$ cat config.mk
export PLATFORM = sky130hd
export DESIGN_NAME = virtual_circuit_formation_fsm_flat
export DESIGN_NICKNAME = d
export VERILOG_FILES = /design/src/hw/rtl/vcf_pkg.sv /design/src/hw/rtl/vcf_if.sv /design/src/hw/rtl/virtual_circuit_formation_fsm.sv /design/src/flat_wrapper.sv
export SDC_FILE = /design/constraint.sdc
export NUM_CORES = 1
export LEC_CHECK = 0
export CAP_MARGIN = 5
export CORE_UTILIZATION = 40
export DETAILED_ROUTE_END_ITERATION = 8
export DONT_BUFFER_PORTS = 1
export GPL_TIMING_DRIVEN = 0
export PLACE_DENSITY_LB_ADDON = 0.15
export SLEW_MARGIN = 10
export SYNTH_ARGS = -nofsm -noshare
export SYNTH_HDL_FRONTEND = slang
export SYNTH_SLANG_ARGS = --single-unit
$ cat constraint.sdc
create_clock -name clk_i -period 4.2 [get_ports clk_i]
set_input_delay 0.21 -clock clk_i [delete_from_list [all_inputs] [get_ports clk_i]]
set_output_delay 0.21 -clock clk_i [all_outputs]
set_load 0.03 [all_outputs]
$ cat src/hw/rtl/vcf_pkg.sv
`default_nettype none
// ----------------------------------------------------------------------------
// Virtual circuit formation package
// Types, codes and widths shared by the channel interfaces and the FSM.
// ----------------------------------------------------------------------------
package vcf_pkg;

  // Width of the time base used for the retransmission timer.
  localparam int unsigned TIME_WIDTH = 32;
  // Width at which elapsed time and the timeout are compared.
  localparam int unsigned CMP_WIDTH  = (TIME_WIDTH > 32) ? TIME_WIDTH : 32;

  localparam int unsigned CFG_IDX_WIDTH  = 2;
  localparam int unsigned CFG_DATA_WIDTH = 32;

  // Configuration register indexes.
  localparam logic [CFG_IDX_WIDTH-1:0] CFG_REISSUE_CAP = 2'd0;
  localparam logic [CFG_IDX_WIDTH-1:0] CFG_RESEND_WAIT = 2'd1;

  localparam logic [7:0]  REISSUE_CAP_RST = 8'd8;
  localparam logic [31:0] RESEND_WAIT_RST = 32'd1000;

  // Operations.
  localparam logic [1:0] OP_OPEN     = 2'd0;
  localparam logic [1:0] OP_RESPONSE = 2'd1;
  localparam logic [1:0] OP_TIMER    = 2'd2;
  localparam logic [1:0] OP_REINIT   = 2'd3;

  // Peer events.
  localparam logic [1:0] EV_START = 2'd0;
  localparam logic [1:0] EV_STACK = 2'd1;
  localparam logic [1:0] EV_ACK   = 2'd2;
  localparam logic [1:0] EV_OTHER = 2'd3;

  // Circuit states.
  localparam logic [1:0] ST_CLOSED         = 2'd0;
  localparam logic [1:0] ST_START_SENT     = 2'd1;
  localparam logic [1:0] ST_START_RECEIVED = 2'd2;
  localparam logic [1:0] ST_OPEN           = 2'd3;

  // Actions.
  localparam logic [2:0] ACT_NONE    = 3'd0;
  localparam logic [2:0] ACT_START   = 3'd1;
  localparam logic [2:0] ACT_STACK   = 3'd2;
  localparam logic [2:0] ACT_ACK     = 3'd3;
  localparam logic [2:0] ACT_ABANDON = 3'd4;

  // Packet last sent, kept for reissue.
  localparam logic [1:0] SENT_NONE  = 2'd0;
  localparam logic [1:0] SENT_START = 2'd1;
  localparam logic [1:0] SENT_STACK = 2'd2;

  typedef struct packed {
    logic [1:0]  operation;
    logic [1:0]  peer_event;
    logic [31:0] now_time;
  } vcf_item_t;

  typedef struct packed {
    logic [2:0]  action;
    logic [1:0]  circuit_state;
    logic        is_abandoned;
    logic [7:0]  retry_count;
    logic [15:0] reissue_total;
    logic [15:0] implied_ack_total;
  } vcf_result_t;

  typedef struct packed {
    logic [CFG_IDX_WIDTH-1:0]  index;
    logic [CFG_DATA_WIDTH-1:0] value;
  } vcf_cfg_t;

endpackage
`default_nettype wire

$ cat src/hw/rtl/vcf_if.sv
`default_nettype none
// ----------------------------------------------------------------------------
// Virtual circuit formation channels
// Valid/ready interfaces for the item, result and configuration channels.
// ----------------------------------------------------------------------------
interface vcf_in_if import vcf_pkg::*; ();
  logic      valid;
  logic      ready;
  vcf_item_t data;
  modport source (output valid, output data, input ready);
  modport sink   (input valid, input data, output ready);
endinterface

interface vcf_out_if import vcf_pkg::*; ();
  logic        valid;
  logic        ready;
  vcf_result_t data;
  modport source (output valid, output data, input ready);
  modport sink   (input valid, input data, output ready);
endinterface

interface vcf_cfg_if import vcf_pkg::*; ();
  logic     valid;
  logic     ready;
  vcf_cfg_t data;
  modport source (output valid, output data, input ready);
  modport sink   (input valid, input data, output ready);
endinterface
`default_nettype wire

$ cat src/hw/rtl/virtual_circuit_formation_fsm.sv
`default_nettype none
// ----------------------------------------------------------------------------
// Virtual circuit formation FSM
// START/STACK/ACK handshake that forms a virtual circuit, one result per item.
// ----------------------------------------------------------------------------
//  Channel | Direction | Payload                                    | Transfer
//  in_i    | sink      | operation, peer_event, now_time            | valid & ready
//  out_o   | source    | action, state, abandoned flag, counters    | valid & ready
//  cfg_i   | sink      | index (0 reissue cap, 1 resend wait), value | valid & ready
//
// An item is held in the input register, then evaluated against the circuit
// state and written to the result register; one item is taken every cycle
// while the result is not stalled. Reset brings the state to closed and the
// registers to a retry limit of 8 and a timeout of 1000 ms. A stalled result
// holds the pipeline; the input stays ready while its register is empty.
// ----------------------------------------------------------------------------
module virtual_circuit_formation_fsm import vcf_pkg::*; (
  input  wire logic  clk_i,
  input  wire logic  rst_ni,
  vcf_in_if.sink     in_i,
  vcf_out_if.source  out_o,
  vcf_cfg_if.sink    cfg_i
);

  // Configuration registers.
  logic [7:0]  reissue_cap_q;
  logic [31:0] resend_wait_q;

  // Input stage.
  logic      s1_valid_q;
  vcf_item_t s1_item_q;
  logic      s1_adv;

  // Result stage.
  logic        out_valid_q;
  vcf_result_t out_data_q, out_data_d;

  // Circuit state.
  logic [1:0]            vc_state_q, vc_state_d;
  logic [1:0]            last_sent_q, last_sent_d;
  logic                  timer_armed_q, timer_armed_d;
  logic [TIME_WIDTH-1:0] timer_start_q, timer_start_d;
  logic [7:0]            retries_q, retries_d;
  logic [15:0]           reissues_q, reissues_d;
  logic [15:0]           implied_acks_q, implied_acks_d;
  logic                  abandoned_q, abandoned_d;
  logic [2:0]            act;

  logic [63:0]           now_ext;
  logic [TIME_WIDTH-1:0] now_tw;
  logic [TIME_WIDTH-1:0] elapsed;
  logic                  expired;
  logic [7:0]            retries_inc;
  logic [15:0]           reissues_inc;
  logic [15:0]           implied_inc;
  logic                  limit_hit;

  assign cfg_i.ready = 1'b1;

  always_ff @(posedge clk_i or negedge rst_ni) begin
    if (!rst_ni) begin
      reissue_cap_q <= REISSUE_CAP_RST;
      resend_wait_q <= RESEND_WAIT_RST;
    end else if (cfg_i.valid) begin
      case (cfg_i.data.index)
        CFG_REISSUE_CAP: reissue_cap_q <= cfg_i.data.value[7:0];
        CFG_RESEND_WAIT: resend_wait_q <= cfg_i.data.value;
        default: ;
      endcase
    end
  end

  // The input stage moves on whenever the result register is free or drains.
  assign s1_adv     = s1_valid_q && (!out_valid_q || out_o.ready);
  assign in_i.ready = !s1_valid_q || s1_adv;

  always_ff @(posedge clk_i or negedge rst_ni) begin
    if (!rst_ni) begin
      s1_valid_q <= 1'b0;
    end else if (in_i.ready) begin
      s1_valid_q <= in_i.valid;
    end
  end

  always_ff @(posedge clk_i) begin
    if (in_i.valid && in_i.ready) begin
      s1_item_q <= in_i.data;
    end
  end

  // Only the low TIME_WIDTH bits of the timestamp take part.
  assign now_ext = {32'd0, s1_item_q.now_time};
  assign now_tw  = now_ext[TIME_WIDTH-1:0];
  assign elapsed = now_tw - timer_start_q;
  assign expired = timer_armed_q && (now_tw >= timer_start_q) &&
                   (CMP_WIDTH'(elapsed) >= CMP_WIDTH'(resend_wait_q));

  assign retries_inc  = (retries_q == 8'hFF) ? retries_q : retries_q + 8'd1;
  assign reissues_inc = (reissues_q == 16'hFFFF) ? reissues_q : reissues_q + 16'd1;
  assign implied_inc  = (implied_acks_q == 16'hFFFF) ? implied_acks_q
                                                     : implied_acks_q + 16'd1;
  // The limit is tested against the count after this reissue.
  assign limit_hit    = (reissue_cap_q != 8'd0) && (retries_inc >= reissue_cap_q);

  always_comb begin
    vc_state_d     = vc_state_q;
    last_sent_d    = last_sent_q;
    timer_armed_d  = timer_armed_q;
    timer_start_d  = timer_start_q;
    retries_d      = retries_q;
    reissues_d     = reissues_q;
    implied_acks_d = implied_acks_q;
    abandoned_d    = abandoned_q;
    act            = ACT_NONE;

    if (s1_item_q.operation == OP_REINIT) begin
      vc_state_d     = ST_CLOSED;
      last_sent_d    = SENT_NONE;
      timer_armed_d  = 1'b0;
      timer_start_d  = '0;
      retries_d      = '0;
      reissues_d     = '0;
      implied_acks_d = '0;
      abandoned_d    = 1'b0;
    end else if (!abandoned_q) begin
      case (s1_item_q.operation)
        OP_OPEN: begin
          if (vc_state_q == ST_CLOSED) begin
            vc_state_d    = ST_START_SENT;
            last_sent_d   = SENT_START;
            timer_armed_d = 1'b1;
            timer_start_d = now_tw;
            retries_d     = '0;
            act           = ACT_START;
          end
        end
        OP_RESPONSE: begin
          case (vc_state_q)
            ST_START_SENT: begin
              case (s1_item_q.peer_event)
                EV_STACK: begin
                  vc_state_d    = ST_OPEN;
                  timer_armed_d = 1'b0;
                  retries_d     = '0;
                  act           = ACT_ACK;
                end
                EV_START: begin
                  vc_state_d    = ST_START_RECEIVED;
                  last_sent_d   = SENT_STACK;
                  timer_armed_d = 1'b1;
                  timer_start_d = now_tw;
                  retries_d     = '0;
                  act           = ACT_STACK;
                end
                EV_ACK: begin
                  // An ACK before our START was answered is unacceptable.
                  vc_state_d    = ST_CLOSED;
                  timer_armed_d = 1'b0;
                  abandoned_d   = 1'b1;
                  act           = ACT_ABANDON;
                end
                default: ;
              endcase
            end
            ST_START_RECEIVED: begin
              case (s1_item_q.peer_event)
                EV_STACK: begin
                  vc_state_d    = ST_OPEN;
                  timer_armed_d = 1'b0;
                  retries_d     = '0;
                  act           = ACT_ACK;
                end
                EV_ACK: begin
                  vc_state_d    = ST_OPEN;
                  timer_armed_d = 1'b0;
                  retries_d     = '0;
                end
                EV_START: begin
                  // A repeated START from the peer counts as a reissue.
                  retries_d     = retries_inc;
                  reissues_d    = reissues_inc;
                  timer_start_d = now_tw;
                  last_sent_d   = SENT_STACK;
                  if (limit_hit) begin
                    vc_state_d    = ST_CLOSED;
                    timer_armed_d = 1'b0;
                    abandoned_d   = 1'b1;
                    act           = ACT_ABANDON;
                  end else begin
                    timer_armed_d = 1'b1;
                    act           = ACT_STACK;
                  end
                end
                default: begin
                  // Any other circuit packet stands in for the ACK.
                  vc_state_d     = ST_OPEN;
                  timer_armed_d  = 1'b0;
                  retries_d      = '0;
                  implied_acks_d = implied_inc;
                end
              endcase
            end
            default: ;
          endcase
        end
        OP_TIMER: begin
          if (expired && (last_sent_q == SENT_START || last_sent_q == SENT_STACK)) begin
            retries_d  = retries_inc;
            reissues_d = reissues_inc;
            if (limit_hit) begin
              vc_state_d    = ST_CLOSED;
              timer_armed_d = 1'b0;
              abandoned_d   = 1'b1;
              act           = ACT_ABANDON;
            end else begin
              timer_start_d = now_tw;
              act           = (last_sent_q == SENT_START) ? ACT_START : ACT_STACK;
            end
          end
        end
        default: ;
      endcase
    end

    out_data_d.action            = act;
    out_data_d.circuit_state     = vc_state_d;
    out_data_d.is_abandoned      = abandoned_d;
    out_data_d.retry_count       = retries_d;
    out_data_d.reissue_total     = reissues_d;
    out_data_d.implied_ack_total = implied_acks_d;
  end

  always_ff @(posedge clk_i or negedge rst_ni) begin
    if (!rst_ni) begin
      vc_state_q     <= ST_CLOSED;
      last_sent_q    <= SENT_NONE;
      timer_armed_q  <= 1'b0;
      timer_start_q  <= '0;
      retries_q      <= '0;
      reissues_q     <= '0;
      implied_acks_q <= '0;
      abandoned_q    <= 1'b0;
    end else if (s1_adv) begin
      vc_state_q     <= vc_state_d;
      last_sent_q    <= last_sent_d;
      timer_armed_q  <= timer_armed_d;
      timer_start_q  <= timer_start_d;
      retries_q      <= retries_d;
      reissues_q     <= reissues_d;
      implied_acks_q <= implied_acks_d;
      abandoned_q    <= abandoned_d;
    end
  end

  always_ff @(posedge clk_i or negedge rst_ni) begin
    if (!rst_ni) begin
      out_valid_q <= 1'b0;
    end else if (!out_valid_q || out_o.ready) begin
      out_valid_q <= s1_valid_q;
    end
  end

  always_ff @(posedge clk_i) begin
    if (s1_adv) begin
      out_data_q <= out_data_d;
    end
  end

  assign out_o.valid = out_valid_q;
  assign out_o.data  = out_data_q;

  // An abandoned formation always leaves the circuit closed.
  assert property (@(posedge clk_i) disable iff (!rst_ni)
    abandoned_q |-> (vc_state_q == ST_CLOSED))
    else $error("abandoned while circuit not closed");

  // An open circuit never has a retransmission timer running.
  assert property (@(posedge clk_i) disable iff (!rst_ni)
    (vc_state_q == ST_OPEN) |-> !timer_armed_q)
    else $error("timer armed in open state");

  // An abandon action is always reported with the abandoned flag.
  assert property (@(posedge clk_i) disable iff (!rst_ni)
    (out_valid_q && out_data_q.action == ACT_ABANDON) |-> out_data_q.is_abandoned)
    else $error("abandon action without abandoned flag");

  // An item in the input stage moves on when the result register is empty.
  assert property (@(posedge clk_i) disable iff (!rst_ni)
    (s1_valid_q && !out_valid_q) |=> out_valid_q)
    else $error("item lost between input and result stage");

endmodule
`default_nettype wire
$ cat src/flat_wrapper.sv
// flat-port wrapper written by rule: the top's interface ports become plain ports
module virtual_circuit_formation_fsm_flat import vcf_pkg::*;
  (clk_i, rst_ni, in_i_valid, in_i_data, in_i_ready, out_o_valid, out_o_data, out_o_ready, cfg_i_valid, cfg_i_data, cfg_i_ready);
  vcf_in_if in_i_i ();
  vcf_out_if out_o_i ();
  vcf_cfg_if cfg_i_i ();
  input  wire logic clk_i;
  input  wire logic rst_ni;
  input wire logic [$bits(in_i_i.valid)-1:0] in_i_valid;
  input wire logic [$bits(in_i_i.data)-1:0] in_i_data;
  output wire logic [$bits(in_i_i.ready)-1:0] in_i_ready;
  output wire logic [$bits(out_o_i.valid)-1:0] out_o_valid;
  output wire logic [$bits(out_o_i.data)-1:0] out_o_data;
  input wire logic [$bits(out_o_i.ready)-1:0] out_o_ready;
  input wire logic [$bits(cfg_i_i.valid)-1:0] cfg_i_valid;
  input wire logic [$bits(cfg_i_i.data)-1:0] cfg_i_data;
  output wire logic [$bits(cfg_i_i.ready)-1:0] cfg_i_ready;
  assign in_i_i.valid = in_i_valid;
  assign in_i_i.data = in_i_data;
  assign in_i_ready = in_i_i.ready;
  assign out_o_valid = out_o_i.valid;
  assign out_o_data = out_o_i.data;
  assign out_o_i.ready = out_o_ready;
  assign cfg_i_i.valid = cfg_i_valid;
  assign cfg_i_i.data = cfg_i_data;
  assign cfg_i_ready = cfg_i_i.ready;
  virtual_circuit_formation_fsm u_core (.clk_i(clk_i), .rst_ni(rst_ni), .in_i(in_i_i), .out_o(out_o_i), .cfg_i(cfg_i_i));
endmodule
==> impl_metrics.csv <==
group,metric,value,unit
synthesis,synth_cells,1391,
timing,finalCriticalPeriod,4.785,ns
place,gp_congestion,0.8745,
floorplanning,coreArea,31800,sq um
synthesis,synth_xor_area_share,2.485,%
synthesis,synth_area_leaders,"dfrtp_1 22%, edfxtp_1 19%, ha_1 8.7%",
place,numPortBuffers,0,
power_and_ir_drop,p_leak,6.850,nW
synthesis,synthArstFlopShare,59.41,%
routing,wl_per_cell,18.62,um
synthesis,synth_compound_area_share,19.05,%
grt,grt_pass1_wl,59.11,mm
status,violations,"negative setup slack",
min_path,worstHoldStart,"cfg_i_data[32]",
timing,holdWs,0.03169,ns
clocking,cts_num_sinks,202,
timing,timing.final.hold_violations,0,
power_and_ir_drop,p_per_area,515.6,nW/um^2
grt,antenna_found_initial,3,
routing,vias_per_cell,5.577,
floorplanning,rows,65,
synthesis,synth-seq-cells,202,
floorplanning,die_h,182.6,um
timing,slew_viol_final,0,
timing,setup_slack,-0.5845,ns
min_path,worstHoldPathCells,2,
worst_setup_path,critical_path_peak_fanout,5,
worst_setup_path,worstPathRequired,4.44,ns
worst_setup_path,rrSetupSlack,-0.58,ns
synthesis,yosys.cell_types.count,83,
clocking,cts_buffer_depth,3,
clocking,tritoncts,"done",
grt,grt_max_degree,121,
final_layout,mostFrequentLayoutCells,"127 x nand2_1, 121 x nor2_1, 113 x dfrtp_1, 106 x inv_1, 82 x edfxtp_1",
final_layout,drive_gt1_share,18.80,%
clocking,root_buffer,"clkbuf_16",
routing,drt_iter0_drc,775,
final_layout,fin_cells,2007,
worst_setup_path,end_kind,"flip-flop",
synthesis,synth_top_family_by_area,"compound AO/OA/AOI/OAI gates",
grt,grt_overflow_total,0,
worst_setup_path,r2r_end,"u_core.out_o.data[21]",
timing,worst_pin_slew,1.310,ns
worst_setup_path,worstSetupPathType,"flip-flop to flip-flop",
clocking,clk_pin_slew_worst_paths,0.06,ns
timing,maxSlewHeadroom,12.54,%
synthesis,ys.flop_type,"dfrtp_1",
synthesis,synth.area.mux_share,5.248,%
place,dp.cells,1827,
final_layout,area_growth,29.23,%
worst_setup_path,reg2reg_from,"u_core.now_tw[0]",
final_layout,final_common_cell,"nand2_1",
clocking,clock_latency,0.52,ns
synthesis,ys_seq_area_share,41.97,%
routing,vias,11190,
place,dp_hpwl,25.84,mm
timing,grt_setup_unrepaired,"yes",
floorplanning,die_area,33330,sq um
timing,max_freq,209.0,MHz
grt,grt_pass1_vias,10950,
timing,finClkSkew,0.009132,ns
synthesis,synth_area_leader_cell,"dfrtp_1",
routing,drc,0,
routing,drt_wl_total,37.36,mm
worst_setup_path,rr_worst_depth,20,
worst_setup_path,arrival,5.03,ns
grt,groute.usage.overall,22.25,%
routing,drtPass1Iterations,5,
timing,setup-tns-final,-31.74,ns
final_layout,postLayoutCoreUtil,53.00,%
clocking,cts_made_buffers,25,
synthesis,synth-edff-count,82,
synthesis,synth_adder_area_share,8.884,%
floorplanning,io_pins,124,
timing,report.final.setup_viol,90,
power_and_ir_drop,power,8.689,mW
routing,postRouteAntennaNets,0,
synthesis,synth_top_area_share,21.68,%
synthesis,syn_nets,1558,
synthesis,yosys.area_share.simple,16.90,%
min_path,hold_end,"u_core.reissue_cap_q[0]",
status,status,"finished with violations",
synthesis,syn_area_per_cell,9.375,sq um
synthesis,synth_area,13040,sq um
worst_setup_path,setup.worst_path.start_class,"flip-flop",
run,cap_violations,0,
floorplanning,fp.dieW,182.6,um
worst_setup_path,critPathLaunch,"u_core.now_tw[0]",
timing,finalCritPeriodShare,113.9,%
clocking,cts_max_level,1,
synthesis,ys.warnings.count,0,
final_layout,nets,1718,
min_path,hold_path_class,"input pin to flip-flop",
power_and_ir_drop,worst_ir_drop_vdd,399.1,uV
floorplanning,start_util,41.01,%
-- cell type report --
cell class	instances	area, sq um
multi-input cells	1009	7777
diodes	3	7.507
clock inverters	11	165.2
inverters	108	405.4
clock buffers	34	742.0
repair buffers	135	1369
fillers	2872	14950
flip-flops and latches	202	5474
well taps	435	544.3
plain buffers	70	369.1
-- metal layers --
layer / part of all wire, % / track usage (%) / wire (um) / up-vias
met5: 0 / 0 / 0 / -
met4: 3.1 / 7.765 / 1141 / 0
met3: 4.1 / 2.954 / 1531 / 68
met2: 47 / 36.87 / 17700 / 302
met1: 45 / 29.78 / 16990 / 5401
li1: - / - / - / 5422
-- critical path, stage by stage (launching register included) --
cell	delay (ns)
edfxtp_1	0.38
inv_2	0.12
ha_4	0.16
fa_2	0.24
nor2b_4	0.05
o31a_1	0.28
o21ai_1	0.18
nand2b_1	0.12
a211o_1	0.28
a41o_1	0.23
a2111oi_2	0.31
nor3b_1	0.11
ha_1	0.31
nand4_1	0.16
nor3_4	0.19
nand2_2	0.09
o2111a_2	0.33
buf_12	0.16
or4_4	0.56
mux2i_1	0.17
o22ai_1	0.08
-- cells by family after synthesis --
group	count (synthesis)
buffers and inverters	180
other	1
XOR/XNOR	37
AO/OA/AOI/OAI	361
multiplexers	63
adder cells (fa/ha/maj)	92
AND/OR/NAND/NOR	455
flip-flops	202
-- sequential cells by signal, indices dropped and copies added, names as in the netlist --
signal / flops
u_core.s1_valid_q: 1
u_core.timer_armed_q: 1
u_core.reissue_cap_q: 8
u_core.resend_wait_q: 32
u_core.reissues_q: 16
u_core.last_sent_q: 2
u_core.out_o.data: 46
u_core.abandoned_q: 1
u_core.vc_state_q: 2
u_core.out_o.valid: 1
u_core.timer_start_q: 32
u_core.s1_item_q: 4
u_core.implied_acks_q: 16
u_core.now_tw: 32
u_core.retries_q: 8
-- synthesized netlist by cell type (20+ instances only) --
cell / n
inv_1: 107
ha_1: 91
edfxtp_1: 82
nand4_1: 24
xnor2_1: 29
and3_1: 20
a22o_1: 35
mux2_2: 43
dfrtp_1: 113
nand2_1: 131
mux2i_1: 20
o21ai_0: 67
nand3_1: 42
nor2_1: 125
nor3_1: 26
a31oi_1: 22
clkbuf_1: 58
a21oi_1: 77
-- stage by stage --
step	cell area (sq um)	setup WS [ns]
3_5_place_dp	13760	-1.108
6_report	16850	-0.5845
4_1_cts	16250	-0.6221
2_1_floorplan	13190	-0.07585
3_3_place_gp	13730	-1.037
5_1_grt	16850	-0.7479
-- power breakdown --
part / internal (mW) / total (mW) / leakage (nW) / switching [mW]
Combinational: 1.71 / 3.74 / 4.07 / 2.04
Clock: 1.48 / 2.34 / 0.446 / 0.860
Sequential: 2.35 / 2.61 / 2.33 / 0.254
Total: 5.54 / 8.69 / 6.85 / 3.15
-- how the worst max path moves through the flow --
| stage | to | slack [ns] | cells past startpoint |
|---|---|---|---|
| finish | u_core.out_o.data[21] | -0.58 | 20 |
| global route | u_core.out_o.data[21] | -0.75 | 20 |
| CTS | u_core.out_o.data[21] | -0.62 | 20 |
| detailed placement | u_core.out_o.data[43] | -1.11 | 17 |
| global placement | u_core.out_o.data[43] | -1.04 | 17 |
| floorplan | u_core.out_o.data[21] | -0.08 | 19 |
-- timing repair --
action                     4_1_cts  5_1_grt
cloned                           2        0
pin swaps                       62       64
setup endpoints to repair       90       90
hold buffers                    76        0
hold endpoints to repair       198        0
setup buffers                   33       26
resized for setup              110       74
Power figures use the tool's default switching activity.
